File: config.mk
export PLATFORM = sky130hd
export DESIGN_NAME = ata_pio_lba28_read_sequencer
export DESIGN_NICKNAME = d
export VERILOG_FILES = /design/src/rtl/aplrs_pkg.sv /design/src/rtl/aplrs_ctl.sv /design/src/rtl/aplrs_emit.sv /design/src/rtl/ata_pio_lba28_read_sequencer.sv
export SDC_FILE = /design/constraint.sdc
export NUM_CORES = 1
export LEC_CHECK = 0
export ABC_AREA = 1
export BUFFER_PORTS_ARGS = -buffer_cell sky130_fd_sc_hd__buf_2
export CELL_PAD_IN_SITES_DETAIL_PLACEMENT = 1
export CELL_PAD_IN_SITES_GLOBAL_PLACEMENT = 1
export CORE_MARGIN = 8
export CORE_UTILIZATION = 32
export DETAILED_ROUTE_END_ITERATION = 8
export PLACE_DENSITY = 0.7
export SLEW_MARGIN = 20
export SYNTH_ARGS = -nofsm -noshare
export SYNTH_HDL_FRONTEND = slang
export SYNTH_SLANG_ARGS = --single-unit
File: constraint.sdc
create_clock -name clk -period 10.1 [get_ports clk]
set_input_delay 3.03 -clock clk [delete_from_list [all_inputs] [get_ports clk]]
set_output_delay 3.03 -clock clk [all_outputs]
set_load 0.02 [all_outputs]
File: src/rtl/aplrs_pkg.sv
// Types and constants shared by the ATA PIO LBA28 read sequencer.
package aplrs_pkg;

  localparam int SPIN_W = 22;
  localparam int LBA_W  = 28;
  localparam int CNT_W  = 9;

  // input commands
  localparam logic [1:0] CMD_READ   = 2'd0;
  localparam logic [1:0] CMD_IDENT  = 2'd1;
  localparam logic [1:0] CMD_STATUS = 2'd2;
  localparam logic [1:0] CMD_DATA   = 2'd3;

  // bus operations
  localparam logic [1:0] OP_NONE = 2'd0;
  localparam logic [1:0] OP_WR   = 2'd1;
  localparam logic [1:0] OP_RD   = 2'd2;

  // result codes
  localparam logic [3:0] RC_OK          = 4'd0;
  localparam logic [3:0] RC_ABSENT      = 4'd1;
  localparam logic [3:0] RC_BUSY_TMO    = 4'd2;
  localparam logic [3:0] RC_DEV_ERR     = 4'd3;
  localparam logic [3:0] RC_DRQ_TMO     = 4'd4;
  localparam logic [3:0] RC_NO_DEVICE   = 4'd5;
  localparam logic [3:0] RC_ID_ERR      = 4'd6;
  localparam logic [3:0] RC_ID_TMO      = 4'd7;
  localparam logic [3:0] RC_BAD_COUNT   = 4'd8;

  // configuration register indexes
  localparam logic [1:0] REG_BUSY_SPIN   = 2'd0;
  localparam logic [1:0] REG_RD_DRQ_SPIN = 2'd1;
  localparam logic [1:0] REG_ID_DRQ_SPIN = 2'd2;

  localparam logic [SPIN_W-1:0] BUSY_SPIN_RST   = 22'd200000;
  localparam logic [SPIN_W-1:0] RD_DRQ_SPIN_RST = 22'd2000000;
  localparam logic [SPIN_W-1:0] ID_DRQ_SPIN_RST = 22'd500000;

  // task-file ports
  localparam logic [9:0] P_DATA   = 10'h1F0;
  localparam logic [9:0] P_SECCNT = 10'h1F2;
  localparam logic [9:0] P_LBALO  = 10'h1F3;
  localparam logic [9:0] P_LBAMID = 10'h1F4;
  localparam logic [9:0] P_LBAHI  = 10'h1F5;
  localparam logic [9:0] P_DRIVE  = 10'h1F6;
  localparam logic [9:0] P_STATUS = 10'h1F7;
  localparam logic [9:0] P_CTRL   = 10'h3F6;

  // status bits, drive select and command bytes
  localparam logic [7:0] ST_BSY      = 8'h80;
  localparam logic [7:0] ST_DRQ      = 8'h08;
  localparam logic [7:0] ST_ERR      = 8'h01;
  localparam logic [7:0] DRV_MASTER  = 8'hA0;
  localparam logic [7:0] DRV_LBA     = 8'hE0;
  localparam logic [7:0] ATA_READ    = 8'h20;
  localparam logic [7:0] ATA_IDENT   = 8'hEC;

  localparam logic [CNT_W-1:0] MAX_COUNT = 9'd256;

  typedef enum logic [8:0] {
    PH_IDLE     = 9'b000000001,
    PH_ID_BSY1  = 9'b000000010,
    PH_ID_PROBE = 9'b000000100,
    PH_ID_BSY2  = 9'b000001000,
    PH_ID_DRQ   = 9'b000010000,
    PH_ID_DATA  = 9'b000100000,
    PH_RD_BSY   = 9'b001000000,
    PH_RD_DRQ   = 9'b010000000,
    PH_RD_DATA  = 9'b100000000
  } phase_t;

  // shape of the result burst caused by one request
  typedef enum logic [2:0] {
    BK_ONE      = 3'd0,
    BK_DATA     = 3'd1,
    BK_ID_START = 3'd2,
    BK_ID_TASK  = 3'd3,
    BK_RD_TASK  = 3'd4
  } burst_kind_t;

  typedef struct packed {
    burst_kind_t      kind;
    logic [1:0]       op;
    logic [9:0]       port;
    logic [7:0]       wv;
    logic [15:0]      dw;
    logic             done;
    logic [3:0]       code;
    logic [31:0]      total;
    logic [LBA_W-1:0] lba;
    logic [7:0]       seccnt;
  } burst_t;

endpackage

File: src/rtl/aplrs_ctl.sv
// Command sequencer: phase, spin counters, identify capture and burst build.
module aplrs_ctl #(
  parameter int WORDS_PER_SECTOR = 256
) (
  input  logic                         clk,
  input  logic                         rst_n,
  input  logic                         in_accept,
  input  logic [1:0]                   in_cmd,
  input  logic [aplrs_pkg::LBA_W-1:0]  in_lba,
  input  logic [aplrs_pkg::CNT_W-1:0]  in_count,
  input  logic [15:0]                  in_reply_value,
  input  logic                         cfg_we,
  input  logic [1:0]                   cfg_index,
  input  logic [aplrs_pkg::SPIN_W-1:0] cfg_data,
  output logic                         has_res,
  output aplrs_pkg::burst_t            burst
);
  import aplrs_pkg::*;

  localparam int WIDX_W = $clog2(WORDS_PER_SECTOR);
  localparam logic [WIDX_W-1:0] LAST_WORD = WIDX_W'(WORDS_PER_SECTOR - 1);
  localparam logic [WIDX_W-1:0] ID_WORD_LO = WIDX_W'(60);
  localparam logic [WIDX_W-1:0] ID_WORD_HI = WIDX_W'(61);

  logic [SPIN_W-1:0] busy_lim_r, rd_drq_lim_r, id_drq_lim_r;
  phase_t            phase_r, phase_nxt;
  logic              present_r, present_nxt;
  logic [SPIN_W-1:0] spin_r, spin_nxt, spin_inc;
  logic [LBA_W-1:0]  lba_r, lba_nxt;
  logic [CNT_W-1:0]  left_r, left_nxt, left_dec;
  logic [WIDX_W-1:0] widx_r, widx_nxt;
  logic [15:0]       id_lo_r, id_lo_nxt;
  logic [31:0]       total_r, total_nxt;
  logic [7:0]        st;

  function automatic logic [SPIN_W-1:0] eff(input logic [SPIN_W-1:0] lim);
    eff = (lim == '0) ? SPIN_W'(1) : lim;
  endfunction

  function automatic burst_t single(input logic [1:0] op, input logic [9:0] port,
                                    input logic done, input logic [3:0] code,
                                    input logic [31:0] total);
    burst_t b;
    b        = '0;
    b.kind   = BK_ONE;
    b.op     = op;
    b.port   = port;
    b.done   = done;
    b.code   = code;
    b.total  = done ? total : 32'd0;
    single   = b;
  endfunction

  assign st       = in_reply_value[7:0];
  assign spin_inc = spin_r + SPIN_W'(1);
  assign left_dec = left_r - CNT_W'(1);

  always_comb begin
    phase_nxt   = phase_r;
    present_nxt = present_r;
    spin_nxt    = spin_r;
    lba_nxt     = lba_r;
    left_nxt    = left_r;
    widx_nxt    = widx_r;
    id_lo_nxt   = id_lo_r;
    total_nxt   = total_r;
    has_res     = 1'b0;
    burst       = single(OP_NONE, '0, 1'b0, RC_OK, 32'd0);
    if (in_accept) begin
      case (in_cmd)
        CMD_READ: begin
          if (phase_r == PH_IDLE) begin
            has_res = 1'b1;
            if (!present_r) begin
              burst = single(OP_NONE, '0, 1'b1, RC_ABSENT, total_r);
            end else if (in_count > MAX_COUNT) begin
              burst = single(OP_NONE, '0, 1'b1, RC_BAD_COUNT, total_r);
            end else if (in_count == '0) begin
              burst = single(OP_NONE, '0, 1'b1, RC_OK, total_r);
            end else begin
              lba_nxt   = in_lba;
              left_nxt  = in_count;
              spin_nxt  = '0;
              phase_nxt = PH_RD_BSY;
              burst     = single(OP_RD, P_STATUS, 1'b0, RC_OK, 32'd0);
            end
          end
        end
        CMD_IDENT: begin
          if (phase_r == PH_IDLE) begin
            has_res     = 1'b1;
            present_nxt = 1'b0;
            spin_nxt    = '0;
            phase_nxt   = PH_ID_BSY1;
            burst.kind  = BK_ID_START;
          end
        end
        CMD_STATUS: begin
          case (phase_r)
            PH_ID_BSY1, PH_ID_BSY2: begin
              has_res = 1'b1;
              if ((st & ST_BSY) != '0) begin
                spin_nxt = spin_inc;
                if (spin_inc >= eff(busy_lim_r)) begin
                  phase_nxt = PH_IDLE;
                  burst     = single(OP_NONE, '0, 1'b1, RC_BUSY_TMO, total_r);
                end else begin
                  burst = single(OP_RD, P_STATUS, 1'b0, RC_OK, 32'd0);
                end
              end else if (phase_r == PH_ID_BSY1) begin
                phase_nxt  = PH_ID_PROBE;
                burst.kind = BK_ID_TASK;
              end else begin
                spin_nxt  = '0;
                phase_nxt = PH_ID_DRQ;
                burst     = single(OP_RD, P_STATUS, 1'b0, RC_OK, 32'd0);
              end
            end
            PH_ID_PROBE: begin
              has_res = 1'b1;
              if (st == '0) begin
                phase_nxt = PH_IDLE;
                burst     = single(OP_NONE, '0, 1'b1, RC_NO_DEVICE, total_r);
              end else begin
                spin_nxt  = '0;
                phase_nxt = PH_ID_BSY2;
                burst     = single(OP_RD, P_STATUS, 1'b0, RC_OK, 32'd0);
              end
            end
            PH_ID_DRQ: begin
              has_res = 1'b1;
              if ((st & ST_DRQ) != '0) begin
                widx_nxt  = '0;
                phase_nxt = PH_ID_DATA;
                burst     = single(OP_RD, P_DATA, 1'b0, RC_OK, 32'd0);
              end else if ((st & ST_ERR) != '0) begin
                phase_nxt = PH_IDLE;
                burst     = single(OP_NONE, '0, 1'b1, RC_ID_ERR, total_r);
              end else begin
                spin_nxt = spin_inc;
                if (spin_inc >= eff(id_drq_lim_r)) begin
                  phase_nxt = PH_IDLE;
                  burst     = single(OP_NONE, '0, 1'b1, RC_ID_TMO, total_r);
                end else begin
                  burst = single(OP_RD, P_STATUS, 1'b0, RC_OK, 32'd0);
                end
              end
            end
            PH_RD_BSY: begin
              has_res = 1'b1;
              if ((st & ST_BSY) != '0) begin
                spin_nxt = spin_inc;
                if (spin_inc >= eff(busy_lim_r)) begin
                  phase_nxt = PH_IDLE;
                  burst     = single(OP_NONE, '0, 1'b1, RC_BUSY_TMO, total_r);
                end else begin
                  burst = single(OP_RD, P_STATUS, 1'b0, RC_OK, 32'd0);
                end
              end else begin
                spin_nxt     = '0;
                phase_nxt    = PH_RD_DRQ;
                burst.kind   = BK_RD_TASK;
                burst.lba    = lba_r;
                burst.seccnt = left_r[7:0];
              end
            end
            PH_RD_DRQ: begin
              has_res = 1'b1;
              if ((st & ST_ERR) != '0) begin
                phase_nxt = PH_IDLE;
                burst     = single(OP_NONE, '0, 1'b1, RC_DEV_ERR, total_r);
              end else if ((st & ST_BSY) == '0 && (st & ST_DRQ) != '0) begin
                widx_nxt  = '0;
                phase_nxt = PH_RD_DATA;
                burst     = single(OP_RD, P_DATA, 1'b0, RC_OK, 32'd0);
              end else begin
                spin_nxt = spin_inc;
                if (spin_inc >= eff(rd_drq_lim_r)) begin
                  phase_nxt = PH_IDLE;
                  burst     = single(OP_NONE, '0, 1'b1, RC_DRQ_TMO, total_r);
                end else begin
                  burst = single(OP_RD, P_STATUS, 1'b0, RC_OK, 32'd0);
                end
              end
            end
            default: begin
            end
          endcase
        end
        CMD_DATA: begin
          case (phase_r)
            PH_ID_DATA: begin
              has_res = 1'b1;
              if (widx_r == ID_WORD_LO) id_lo_nxt = in_reply_value;
              if (widx_r == ID_WORD_HI) total_nxt = {in_reply_value, id_lo_r};
              if (widx_r == LAST_WORD) begin
                present_nxt = 1'b1;
                phase_nxt   = PH_IDLE;
                burst       = single(OP_NONE, '0, 1'b1, RC_OK, total_nxt);
              end else begin
                widx_nxt = widx_r + WIDX_W'(1);
                burst    = single(OP_RD, P_DATA, 1'b0, RC_OK, 32'd0);
              end
            end
            PH_RD_DATA: begin
              has_res = 1'b1;
              if (widx_r == LAST_WORD) begin
                left_nxt = left_dec;
                if (left_dec == '0) begin
                  phase_nxt = PH_IDLE;
                  burst     = single(OP_NONE, '0, 1'b1, RC_OK, total_r);
                end else begin
                  spin_nxt  = '0;
                  phase_nxt = PH_RD_DRQ;
                  burst     = single(OP_RD, P_STATUS, 1'b0, RC_OK, 32'd0);
                end
              end else begin
                widx_nxt = widx_r + WIDX_W'(1);
                burst    = single(OP_RD, P_DATA, 1'b0, RC_OK, 32'd0);
              end
              // the sector word goes out ahead of the follow-up result
              burst.kind = BK_DATA;
              burst.dw   = in_reply_value;
            end
            default: begin
            end
          endcase
        end
        default: begin
        end
      endcase
    end
  end

  always_ff @(posedge clk) begin
    if (!rst_n) begin
      busy_lim_r   <= BUSY_SPIN_RST;
      rd_drq_lim_r <= RD_DRQ_SPIN_RST;
      id_drq_lim_r <= ID_DRQ_SPIN_RST;
      phase_r      <= PH_IDLE;
      present_r    <= 1'b0;
      spin_r       <= '0;
      lba_r        <= '0;
      left_r       <= '0;
      widx_r       <= '0;
      id_lo_r      <= '0;
      total_r      <= '0;
    end else begin
      if (cfg_we) begin
        case (cfg_index)
          REG_BUSY_SPIN:   busy_lim_r   <= cfg_data;
          REG_RD_DRQ_SPIN: rd_drq_lim_r <= cfg_data;
          REG_ID_DRQ_SPIN: id_drq_lim_r <= cfg_data;
          default: begin
          end
        endcase
      end
      phase_r   <= phase_nxt;
      present_r <= present_nxt;
      spin_r    <= spin_nxt;
      lba_r     <= lba_nxt;
      left_r    <= left_nxt;
      widx_r    <= widx_nxt;
      id_lo_r   <= id_lo_nxt;
      total_r   <= total_nxt;
    end
  end

endmodule

File: src/rtl/aplrs_emit.sv
// Result register: holds one burst and plays its results out one per cycle while out_stall is low.
module aplrs_emit (
  input  logic              clk,
  input  logic              rst_n,
  input  logic              load,
  input  aplrs_pkg::burst_t burst,
  output logic              take_stall,
  output logic              out_valid,
  input  logic              out_stall,
  output logic [1:0]        out_bus_op,
  output logic [9:0]        out_port,
  output logic [7:0]        out_write_value,
  output logic [15:0]       out_data_word,
  output logic              out_data_valid,
  output logic              out_done_res,
  output logic [3:0]        out_result_code,
  output logic [31:0]       out_sector_total,
  output logic              out_last
);
  import aplrs_pkg::*;

  burst_t     burst_r;
  logic       busy_r;
  logic [2:0] idx_r;
  logic       fire, retire;

  always_comb begin
    out_bus_op       = burst_r.op;
    out_port         = burst_r.port;
    out_write_value  = burst_r.wv;
    out_data_word    = '0;
    out_data_valid   = 1'b0;
    out_done_res     = burst_r.done;
    out_result_code  = burst_r.code;
    out_sector_total = burst_r.total;
    out_last         = 1'b1;
    case (burst_r.kind)
      BK_ONE: begin
      end
      BK_DATA: begin
        out_last = (idx_r == 3'd1);
        if (idx_r == 3'd0) begin
          out_bus_op       = OP_NONE;
          out_port         = '0;
          out_write_value  = '0;
          out_data_word    = burst_r.dw;
          out_data_valid   = 1'b1;
          out_done_res     = 1'b0;
          out_result_code  = RC_OK;
          out_sector_total = '0;
        end
      end
      BK_ID_START, BK_ID_TASK, BK_RD_TASK: begin
        out_done_res     = 1'b0;
        out_result_code  = RC_OK;
        out_sector_total = '0;
        out_bus_op       = OP_RD;
        out_port         = P_STATUS;
        out_write_value  = '0;
        if (burst_r.kind == BK_ID_START) begin
          out_last = (idx_r == 3'd6);
          if (idx_r == 3'd0) begin
            out_bus_op = OP_WR;
            out_port   = P_CTRL;
          end else if (idx_r == 3'd1) begin
            out_bus_op      = OP_WR;
            out_port        = P_DRIVE;
            out_write_value = DRV_MASTER;
          end
        end else if (burst_r.kind == BK_ID_TASK) begin
          out_last = (idx_r == 3'd5);
          if (idx_r <= 3'd3) begin
            out_bus_op = OP_WR;
            out_port   = P_SECCNT + 10'(idx_r);
          end else if (idx_r == 3'd4) begin
            out_bus_op      = OP_WR;
            out_write_value = ATA_IDENT;
          end
        end else begin
          out_last = (idx_r == 3'd6);
          if (idx_r != 3'd6) out_bus_op = OP_WR;
          case (idx_r)
            3'd0: begin
              out_port        = P_DRIVE;
              out_write_value = DRV_LBA | {4'h0, burst_r.lba[27:24]};
            end
            3'd1: begin
              out_port        = P_SECCNT;
              out_write_value = burst_r.seccnt;
            end
            3'd2: begin
              out_port        = P_LBALO;
              out_write_value = burst_r.lba[7:0];
            end
            3'd3: begin
              out_port        = P_LBAMID;
              out_write_value = burst_r.lba[15:8];
            end
            3'd4: begin
              out_port        = P_LBAHI;
              out_write_value = burst_r.lba[23:16];
            end
            3'd5: out_write_value = ATA_READ;
            default: begin
            end
          endcase
        end
      end
      default: begin
      end
    endcase
  end

  assign out_valid  = busy_r;
  assign fire       = busy_r && !out_stall;
  assign retire     = fire && out_last;
  // take a new request only when the held burst is empty or leaving now
  assign take_stall = busy_r && !retire;

  always_ff @(posedge clk) begin
    if (!rst_n) begin
      busy_r <= 1'b0;
      idx_r  <= '0;
    end else if (load) begin
      busy_r <= 1'b1;
      idx_r  <= '0;
    end else if (retire) begin
      busy_r <= 1'b0;
      idx_r  <= '0;
    end else if (fire) begin
      idx_r <= idx_r + 3'd1;
    end
  end

  always_ff @(posedge clk) begin
    if (load) burst_r <= burst;
  end

endmodule

File: src/rtl/ata_pio_lba28_read_sequencer.sv
// Top level of the ATA PIO identify and LBA28 read sequencer.
// Each request (start read, start identify, status reply, data reply) is
// decoded in the cycle it is accepted; the phase, spin counter and identify
// capture update at once and the results it causes are loaded into a result
// register that plays them out at one per cycle while out_stall is low. A
// request causing one result (every poll, identify data word, or done) is
// accepted every cycle while out_stall is low; one causing k results (identify
// start 7, identify command setup 6, read setup 7, sector data word 2) holds
// in_stall until its last result leaves. No clearing pass at reset.
// Configuration writes are always ready and take effect on the next request.
module ata_pio_lba28_read_sequencer #(
  parameter int WORDS_PER_SECTOR = 256
) (
  input  logic                         clk,
  input  logic                         rst_n,
  input  logic                         in_valid,
  output logic                         in_stall,
  input  logic [1:0]                   in_cmd,
  input  logic [aplrs_pkg::LBA_W-1:0]  in_lba,
  input  logic [aplrs_pkg::CNT_W-1:0]  in_count,
  input  logic [15:0]                  in_reply_value,
  output logic                         out_valid,
  input  logic                         out_stall,
  output logic [1:0]                   out_bus_op,
  output logic [9:0]                   out_port,
  output logic [7:0]                   out_write_value,
  output logic [15:0]                  out_data_word,
  output logic                         out_data_valid,
  output logic                         out_done_res,
  output logic [3:0]                   out_result_code,
  output logic [31:0]                  out_sector_total,
  output logic                         out_last,
  input  logic                         cfg_valid,
  output logic                         cfg_ready,
  input  logic [1:0]                   cfg_index,
  input  logic [aplrs_pkg::SPIN_W-1:0] cfg_data
);
  import aplrs_pkg::*;

  logic   in_accept;
  logic   has_res;
  burst_t burst;

  assign cfg_ready = 1'b1;
  assign in_accept = in_valid && !in_stall;

  aplrs_ctl #(
    .WORDS_PER_SECTOR(WORDS_PER_SECTOR)
  ) u_ctl (
    .clk            (clk),
    .rst_n          (rst_n),
    .in_accept      (in_accept),
    .in_cmd         (in_cmd),
    .in_lba         (in_lba),
    .in_count       (in_count),
    .in_reply_value (in_reply_value),
    .cfg_we         (cfg_valid && cfg_ready),
    .cfg_index      (cfg_index),
    .cfg_data       (cfg_data),
    .has_res        (has_res),
    .burst          (burst)
  );

  aplrs_emit u_emit (
    .clk              (clk),
    .rst_n            (rst_n),
    .load             (in_accept && has_res),
    .burst            (burst),
    .take_stall       (in_stall),
    .out_valid        (out_valid),
    .out_stall        (out_stall),
    .out_bus_op       (out_bus_op),
    .out_port         (out_port),
    .out_write_value  (out_write_value),
    .out_data_word    (out_data_word),
    .out_data_valid   (out_data_valid),
    .out_done_res     (out_done_res),
    .out_result_code  (out_result_code),
    .out_sector_total (out_sector_total),
    .out_last         (out_last)
  );

endmodule

==> metrics.yaml <==
grt_pass1_vias: 15600
cts.sinks: 289
start_kind: "primary input"
clk_latency_ps: 550
yosys.area_share.simple_pct: 24.4
die_h_um: 239
fin_crit_sh_pct: 68.6
status: "completed"
clkTransAtPathRegs_ps: 60
dpl.hpwl_um: 38900
relSlewSlack_pct: 24.2
synth.avg_cell_area_um2: 7.30
postLayoutCellArea_um2: 18400
postRouteAntennaNets: 0
p_per_area_nw_per_um2: 158
yosysUniqueCellTypes: 51
period_minus_slack_ps: 6930
yosys.area.top_type: "dfxtp_1"
yosys.area_share.xor_xnor_pct: 1.16
ys_async_sr_fraction_pct: 0
post-cts-setup-buffers: 0
post-synth-top-area-fraction_pct: 24.5
ir_worst_vdd_uv: 112
dpl_cell_area_um2: 17200
max_freq_ghz: 0.144
core_area_um2: 49100
cts.repair.resized: 0
io_pins: 162
slew_violations: 0
cts_tree: "yes"
drc: 0
wirelength_um: 53700
wl_per_cell_um: 18.0
worstHoldPathCells: 2
reg2reg_from: "u_ctl.spin_r[0]"
rows: 81
initial_core_util_pct: 32.4
die_w_um: 239
end_kind: "output port"
fillers: 6170
cp_num_buf_inv: 3
htreeDepth: 2
worst_slack_ps: 3170
cap_violations: 0
hold_start: "u_ctl.lba_r[0]"
drtIter0Drc: 678
min_to: "u_ctl.lba_r[0]"
hp-class: "reg2reg"
syn_area_um2: 15900
critPathTopFamily: "simple AND/OR/NAND/NOR gates"
root_buffer: "clkbuf_16"
p_leak_uw: 0.00788
vias: 15000
finalSetupTns_ps: 0
nets: 2451
synthTopCellsByCount: "445 x nand2_1, 305 x nor2_1, 259 x inv_1"
yosysSeqAreaShare_pct: 42.3
port_buffers: 160
routed_via_density: 5.02
setup_viol: 0
reg2reg_slack_ps: 4810
yosys_warnings: 0
hold_buffers: 0
synth_top_family_by_area: "simple AND/OR/NAND/NOR gates"
cts_buffer_depth: 3
grt_pass1_wl_um: 85400
track_usage_pct: 18.5
grt_max_degree: 86
slowest_delay_ps: 270
dieArea_um2: 57100
worst-path-max-fanout: 5
r2r-end: "u_emit.burst_r[61]"
synth_flop_cell: "dfxtp_1"
worstMarginPinSlew_ps: 1130
synth-edff-count: 94
synth_seq_cells: 289
worstPathCellList: "buf_2 -> nor2_1 -> nand2_2 -> nand2_2 -> inv_1 -> buf_2"
power_uw: 2910
syn_inst: 2179
worst_ep_required_time_ps: 7070
grt_antenna_before_repair: 2
cp_data_arrival_time_ps: 3900
synth_compound_area_share_pct: 16.5
muxShareOfSynthArea_pct: 0
reg2regPathDepth: 19
crit_type: "in2out"
crit_slowest_cell: "nor2_1"
overflow: 0
yosys.area_share.adder_pct: 6.37
dr.pass1.iters: 5
holdWs_ps: 456
rsz0062_at_grt: "false"
cts_buffers: 36
drive_above_1_share_pct: 11.8
routabilityCongestion: 0.887
synth_most_common_cell: "nand2_1"
finalHoldViolCount: 0
synth_nets: 2344
synth.area.top_cells: "dfxtp_1 25%, edfxtp_1 18%, nand2_1 10%"
finClkSkew_ps: 21.5
pre_cts_slack_ps: 3180
area_growth_pct: 15.4
==> cell type report <==
cell class / instances / area, µm² / share of cell area (%)
flip-flops and latches: 289 / 6730 / 36.6
clock inverters: 16 / 148 / 0.804
inverters: 275 / 1030 / 5.62
well taps: 664 / 831 / 4.52
diodes: 1 / 2.50 / 0.0136
repair buffers: 171 / 886 / 4.82
multi-input cells: 1513 / 7750 / 42.2
clock buffers: 49 / 1000 / 5.44
==> sequential cells by signal, indices dropped and copies added (netlist names), 8 cells and up <==
signal	cells
u_ctl.lba_r	28
u_ctl.id_lo_r	16
u_ctl.widx_r	8
u_ctl.spin_r	22
u_emit.burst_r	94
u_ctl.total_r	32
u_ctl.id_drq_lim_r	22
u_ctl.phase_r	9
u_ctl.busy_lim_r	22
u_ctl.left_r	9
u_ctl.rd_drq_lim_r	22
==> layout by cell type (no fill, tap or decap), types with 8 or more instances in the layout <==
| cell type | n |
|---|---|
| ha_1 | 81 |
| nor2_1 | 302 |
| buf_2 | 159 |
| nand2_1 | 445 |
| nor4_1 | 14 |
| nand3_1 | 51 |
| dfxtp_1 | 195 |
| o211ai_1 | 22 |
| nor3_1 | 34 |
| xor2_1 | 18 |
| nand4_1 | 44 |
| nand2_2 | 8 |
| inv_2 | 11 |
| edfxtp_1 | 94 |
| clkbuf_16 | 36 |
| o21ai_1 | 31 |
| a31oi_1 | 12 |
| clkbuf_1 | 8 |
| inv_1 | 259 |
| o21ai_0 | 139 |
| nor2_2 | 8 |
| buf_4 | 12 |
| clkinv_1 | 8 |
| a21oi_1 | 237 |
==> worst reg2reg max path: cells and delay by family (launching register included) <==
kind / cells / cell delay [ps]
AND/OR/NAND/NOR: 12 / 2040
buffers and inverters: 1 / 130
AO/OA/AOI/OAI: 4 / 1420
flip-flops: 1 / 540
adder cells (fa/ha/maj): 1 / 370
XOR/XNOR: 1 / 490
==> where the power goes <==
group / switching [µW] / internal, µW / total (µW)
sequential: 21.2 / 1250 / 1270
combinational: 268 / 105 / 372
clock: 520 / 748 / 1270
total: 809 / 2100 / 2910
==> kinds of logic after synthesis <==
logic type | count (synthesis)
AOI/OAI and AO/OA | 482
xor gates and xnor gates | 21
adders and majority gates | 81
buffers and inverters | 377
DFF | 289
other | 1
and+or+nand+nor | 928
==> per-stage QoR <==
step | cells | utilization, %
2_1_floorplan | 2179 | -
3_3_place_gp | 2912 | 35.1
3_5_place_dp | 2912 | 35.1
4_1_cts | 2977 | 37.5
5_1_grt | 2977 | 37.5
6_report | 2978 | 37.5
==> per-layer routing <==
layer,part of all wire [%],GRT usage (%)
met2,48,31.7
met5,0.020,0
met1,45,23.3
met4,2.6,5.75
met3,4.3,3.35
==> worst max-delay path by stage <==
stage	startpoint	to	slack, ps	cells after the start
after floorplan	out_stall	u_emit.idx_r[2]	1820	8
after global placement	out_stall	in_stall	3200	6
after detailed placement	out_stall	in_stall	3180	6
after CTS	out_stall	in_stall	3170	6
after global routing	out_stall	in_stall	3110	6
final	out_stall	in_stall	3170	6
Power figures use the tool's default switching activity.
